===== src/rtl/uvs_div.sv =====
// ----------------------------------------------------------------------------
// UV sphere pipelined divider
// Restoring division, one quotient bit per register stage.
// ----------------------------------------------------------------------------
module uvs_div #(
	parameter int N_W = 26,
	parameter int D_W = 13,
	parameter int Q_W = 15
) (
	input  logic           clk,
	input  logic           en,
	input  logic [N_W-1:0] num,
	input  logic [D_W-1:0] den,
	output logic [Q_W-1:0] quo
);

	logic [D_W-1:0] rem_s [Q_W];
	logic [Q_W-1:0] low_s [Q_W];
	logic [Q_W-1:0] quo_s [Q_W];

	// upper dividend bits are below den since the quotient fits Q_W bits
	logic [D_W-1:0] rem_in;
	assign rem_in = D_W'(num[N_W-1:Q_W]);

	for (genvar k = 0; k < Q_W; k++) begin : g_stage
		logic [D_W-1:0] rem_prev;
		logic [Q_W-1:0] low_prev;
		logic [Q_W-1:0] quo_prev;
		logic [D_W:0]   trial;
		logic [D_W:0]   diff;
		logic           ge;

		if (k == 0) begin : g_first
			assign rem_prev = rem_in;
			assign low_prev = num[Q_W-1:0];
			assign quo_prev = '0;
		end else begin : g_next
			assign rem_prev = rem_s[k-1];
			assign low_prev = low_s[k-1];
			assign quo_prev = quo_s[k-1];
		end

		assign trial = {rem_prev, low_prev[Q_W-1]};
		assign ge    = trial >= {1'b0, den};
		assign diff  = trial - {1'b0, den};

		always_ff @(posedge clk) begin
			if (en) begin
				rem_s[k] <= ge ? diff[D_W-1:0] : trial[D_W-1:0];
				low_s[k] <= low_prev << 1;
				quo_s[k] <= {quo_prev[Q_W-2:0], ge};
			end
		end
	end

	assign quo = quo_s[Q_W-1];

endmodule


===== config.mk =====
export PLATFORM = sky130hd
export DESIGN_NAME = uvs_div
export DESIGN_NICKNAME = d
export VERILOG_FILES = /design/src/rtl/uvs_div.sv
export SDC_FILE = /design/constraint.sdc
export NUM_CORES = 1
export LEC_CHECK = 0
export ABC_AREA = 1
export BUFFER_PORTS_ARGS = -buffer_cell sky130_fd_sc_hd__buf_2
export CAP_MARGIN = 20
export CORE_ASPECT_RATIO = 1.4
export CORE_MARGIN = 5
export CORE_UTILIZATION = 25
export DETAILED_ROUTE_END_ITERATION = 12
export GPL_TIMING_DRIVEN = 1
export PLACE_DENSITY = 0.46
export SYNTH_ARGS = -nofsm -noshare
export SYNTH_HDL_FRONTEND = slang
export SYNTH_SLANG_ARGS = --single-unit
export TNS_END_PERCENT = 50

===== constraint.sdc =====
create_clock -name clk -period 6.1 [get_ports clk]
set_clock_uncertainty 0.05 [all_clocks]
set_input_delay 0.61 -clock clk [delete_from_list [all_inputs] [get_ports clk]]
set_output_delay 0.61 -clock clk [all_outputs]
set_load 0.005 [all_outputs]

# After elaboration in Yosys (flattened, before gate mapping)
# Memory sizes are Yosys's and may differ from the RTL's.
# Cells that the tools add are included.
[totals] mem_bits_rw=630 n_memories=3 reg_bits=0 latchBits=0 wordCells=50 rom_bits=0 inputBits=41
[op_classes] n_eq_ne=0 shifts=0 addsub=15 n_bitwise=0 n_mux=17 mul=0 n_reduce_logical=0 n_lt_le_gt_ge=15 div=0
[memory_table] memory="quo_s" depth=15 word_bits=15 rd=15 rd_ports_with_merged_regs=0 wr=15 line_no="19" rtl="logic [Q_W-1:0] quo_s [Q_W];"
[memory_table] memory="low_s" depth=15 word_bits=14 rd=14 rd_ports_with_merged_regs=0 wr=15 line_no="18" rtl="logic [Q_W-1:0] low_s [Q_W];"
[memory_table] memory="rem_s" depth=15 word_bits=13 rd=14 rd_ports_with_merged_regs=0 wr=15 line_no="17" rtl="logic [D_W-1:0] rem_s [Q_W];"
[ops] cell="$ge A14 B13 Y1" count=14
[ops] cell="$mux W13" count=15
[ops] cell="$sub A13 B13 Y13" count=14
[ops] cell="$ge A12 B13 Y1" count=1
[ops] cell="$sub A12 B13 Y13" count=1
[ops] cell="$mux W1" count=2

# Depth between registers and ports, before layout
# An unclocked memory read counts as a cell.
[logic_depth] depth_word=3 depth_mapped=12 ltp_nobuf=11

# Least setup slack after synthesis
# OpenSTA, ideal clock, no wires.
[synth_timing] path_type="in2reg" startpoint="in den[12]" endpoint="mem rem_s[9][7], in the netlist rem_s[1][20] (data pin)" arrival_ps=2130 setup_slack_ps=3667 path_stages=11 setup_ps=253 n_path_buf=1 cell_sequence="inv_1 ha_1 inv_1 nor2_4 nand2_1 inv_2 a21oi_4 nand3_4 buf_8 nand2_2 o21ai_2"
[synth_rtl] item="start: declaration" line_no="13" rtl="input logic [D_W-1:0] den,"
[synth_rtl] item="end: declaration" line_no="17"

==> results.md <==
* Final Util at 28.1%
* Setup TNS at 0 ns
* Initial drt markers at 1065
* Hold Path Class: input port to register
* Worst rel slew slack at 25.2%
* Antenna violations before repair at 4
* GRT overflow at 0
* Num Clock Sinks at 407
* Vias per cell at 4.22
* Worst path max stage delay at 0.63 ns
* CP endpoint kind: register
* Row Count at 145
* Post-CTS Setup Inserts at 0
* Synthesized instance count at ~3300
* Syn Nets at about 3500
* Crit-path max FO at 16
* Least-Margin Pin Slew at 1.12 ns
* Drt total wl at 73100 um
* Leak pwr at ~15 nW
* Buf/Inv on CP at 4
* Critical-path top delay cell: inv_1
* DRC violations left at 0
* CP Cell Sequence: buf_2, buf_4, inv_1, ha_1, nand2_1, nor2_1, nand2_1, nand3_1, nand2_1, nand3_2, inv_2, nand2_1, nand2_1
* Fraction of registers with async set/reset at 0%
* Dominant cell by count in the synthesized netlist: nand2_1
* Endpoints failing setup at 0
* Avg Cell Area, Syn at 8.56 sq um
* Cell taking the most area after synthesis: edfxtp_1
* CP required at about 6.4 ns
* Flops & latches, synth at 407
* WP data arrival at 3.38 ns
* Wire per inst at 15.1 um
* Crit-path most repeated cell: nand2_1
* Area grow syn2layout at 12.2%
* Die width at 292 um
* Final ANT Viol Nets at 0
* CTS clk-pin slew, worst paths at 0.06 ns
* Mapped Area at approximately 0.028 sq mm
* Die footprint at 0.118 sq mm
* Critical path class: input port to register
* I/O Buffers at 55
* Status: completed
* H-Tree Depth at 2
* Hold-fix buffers, CTS at 0
* Dominant cells by area after synthesis: edfxtp_1 44%, nand2_1 14%, ha_1 8.7%
* CP Launch Type: input port
* Die height at 405 um
* Final Wtd Congestion at 0.839
* First-pass GRT wire length at 114000 um
* RSZ-0062 raised after global routing: false
* Slew Limit Fails at 0
* Largest net degree at the start of global routing at 163
* Synth Flop Type: edfxtp_1
* Final Critical Period at 3.09 ns
* Power Total at 14.2 mW
* Nets at 3580
* Post_cts resized at 0
* Initial Utilization at 25.0%
* TritonCTS clock tree: yes
* Max-Cap Viols at 0
* Antenna diode count at 0
* Share of cells above drive strength 1 at 13.5%
* Sequential area share after synthesis at 43.9%
* Iteration count of the initial detailed-routing pass at 7
* Cell family with most CP delay: buffers and inverters
* CTS buffer count at 48
* IO Count at 56
* Clk_lat worst skew at 0.61 ns
* Synth top cells by count: 1061 x nand2_1, 609 x inv_1, 407 x edfxtp_1, 194 x ha_1, 170 x nand3_1
* FMAX at 323 MHz
* Peak VDD IR at between 150 and 200 uV
* Period utilization at 50.7%
* CTS root buffer: clkbuf_16
* Yosys warnings at 0
* Number of flops mapped to enable cells by yosys at 407
* Vias in the first global route at 20600
* All-Layer GR Usage at 12.2%
* Core box area at 0.111 sq mm
* DP Wirelength at ~53000 um
* Synth top area share at a little over two fifths
* Distinct cells, synth at 37
* Power Density at 456 mW/mm^2
* Final-report hold violation count at 0
* Via count at ~20000
* Clk buf depth at 3
## area by class of cell
class	count	area, sq um
fillers	11900	80000
multi-input cells	2166	12800
flip-flops and latches	407	12200
inverters	645	2420
well taps	1470	1840
clock buffers	59	1240
clock inverters	28	373
repair buffers	63	370
## routing by layer
layer	vias up	track usage (%)	wire length, um
met4	0	4.29	2690
li1	10700	-	-
met5	-	0	0
met1	9341	13.6	29600
met3	128	1.86	2140
met2	247	23.4	38700
## where the power goes
group	switching, mW	internal, mW
registers	0.479	4.13
clock network	1.24	1.79
logic	4.29	2.31
total	6.01	8.23
## stage by stage
stage               hold slack, ns  instance area, sq um  std cells  setup slack (ns)
CTS                         0.0710                 31200       4838              2.97
finish                       0.121                 31200       4838              3.01
global placement             0.352                 29600       4751              2.34
detailed placement           0.355                 29600       4751              2.32
floorplan                    0.350                 27800       3255              3.67
global route                0.0797                 31200       4838              2.78
## path summary, 6_finish.rpt
| path | from | endpoint | slack, ns | cells after the start |
|---|---|---|---|---|
| max | den[1] | rem_s[0][11]$_DFFE_PP_ | 3.01 | 13 |
| min | num[3] | low_s[0][3]$_DFFE_PP_ | 0.12 | 1 |
| max reg2reg | rem_s[0][73]$_DFFE_PP_ | rem_s[0][90]$_DFFE_PP_ | 3.61 | 9 |
| min reg2reg | low_s[0][25]$_DFFE_PP_ | low_s[0][40]$_DFFE_PP_ | 0.36 | 0 |
## registers in the layout (all words and copies together), names as in the netlist
register  cells
rem_s       182
quo_s       120
low_s       105
## kinds of logic (layout without fill, tap and decap cells)
logic type               count (synthesis)  after routing  synth area share (%)
XOR/XNOR                                86             86                  2.70
adder cells (fa/ha/maj)                208            208                  9.72
AO/OA/AOI/OAI                          167            167                  4.21
buffers and inverters                  682            795                  10.2
AND/OR/NAND/NOR                       1705           1705                  29.2
flip-flops                             407            407                  43.9
## layout by cell type, fill, tap and decap left out, types with 59 or more instances in the layout
| cell type | instances |
|---|---|
| ha_1 | 194 |
| nor2_1 | 104 |
| xor2_1 | 72 |
| nand3_1 | 170 |
| nand3_2 | 62 |
| nand4_1 | 148 |
| edfxtp_1 | 407 |
| a21oi_1 | 59 |
| nand2_2 | 73 |
| nand2_1 | 1061 |
| inv_1 | 603 |
Power figures use the tool's default switching activity.
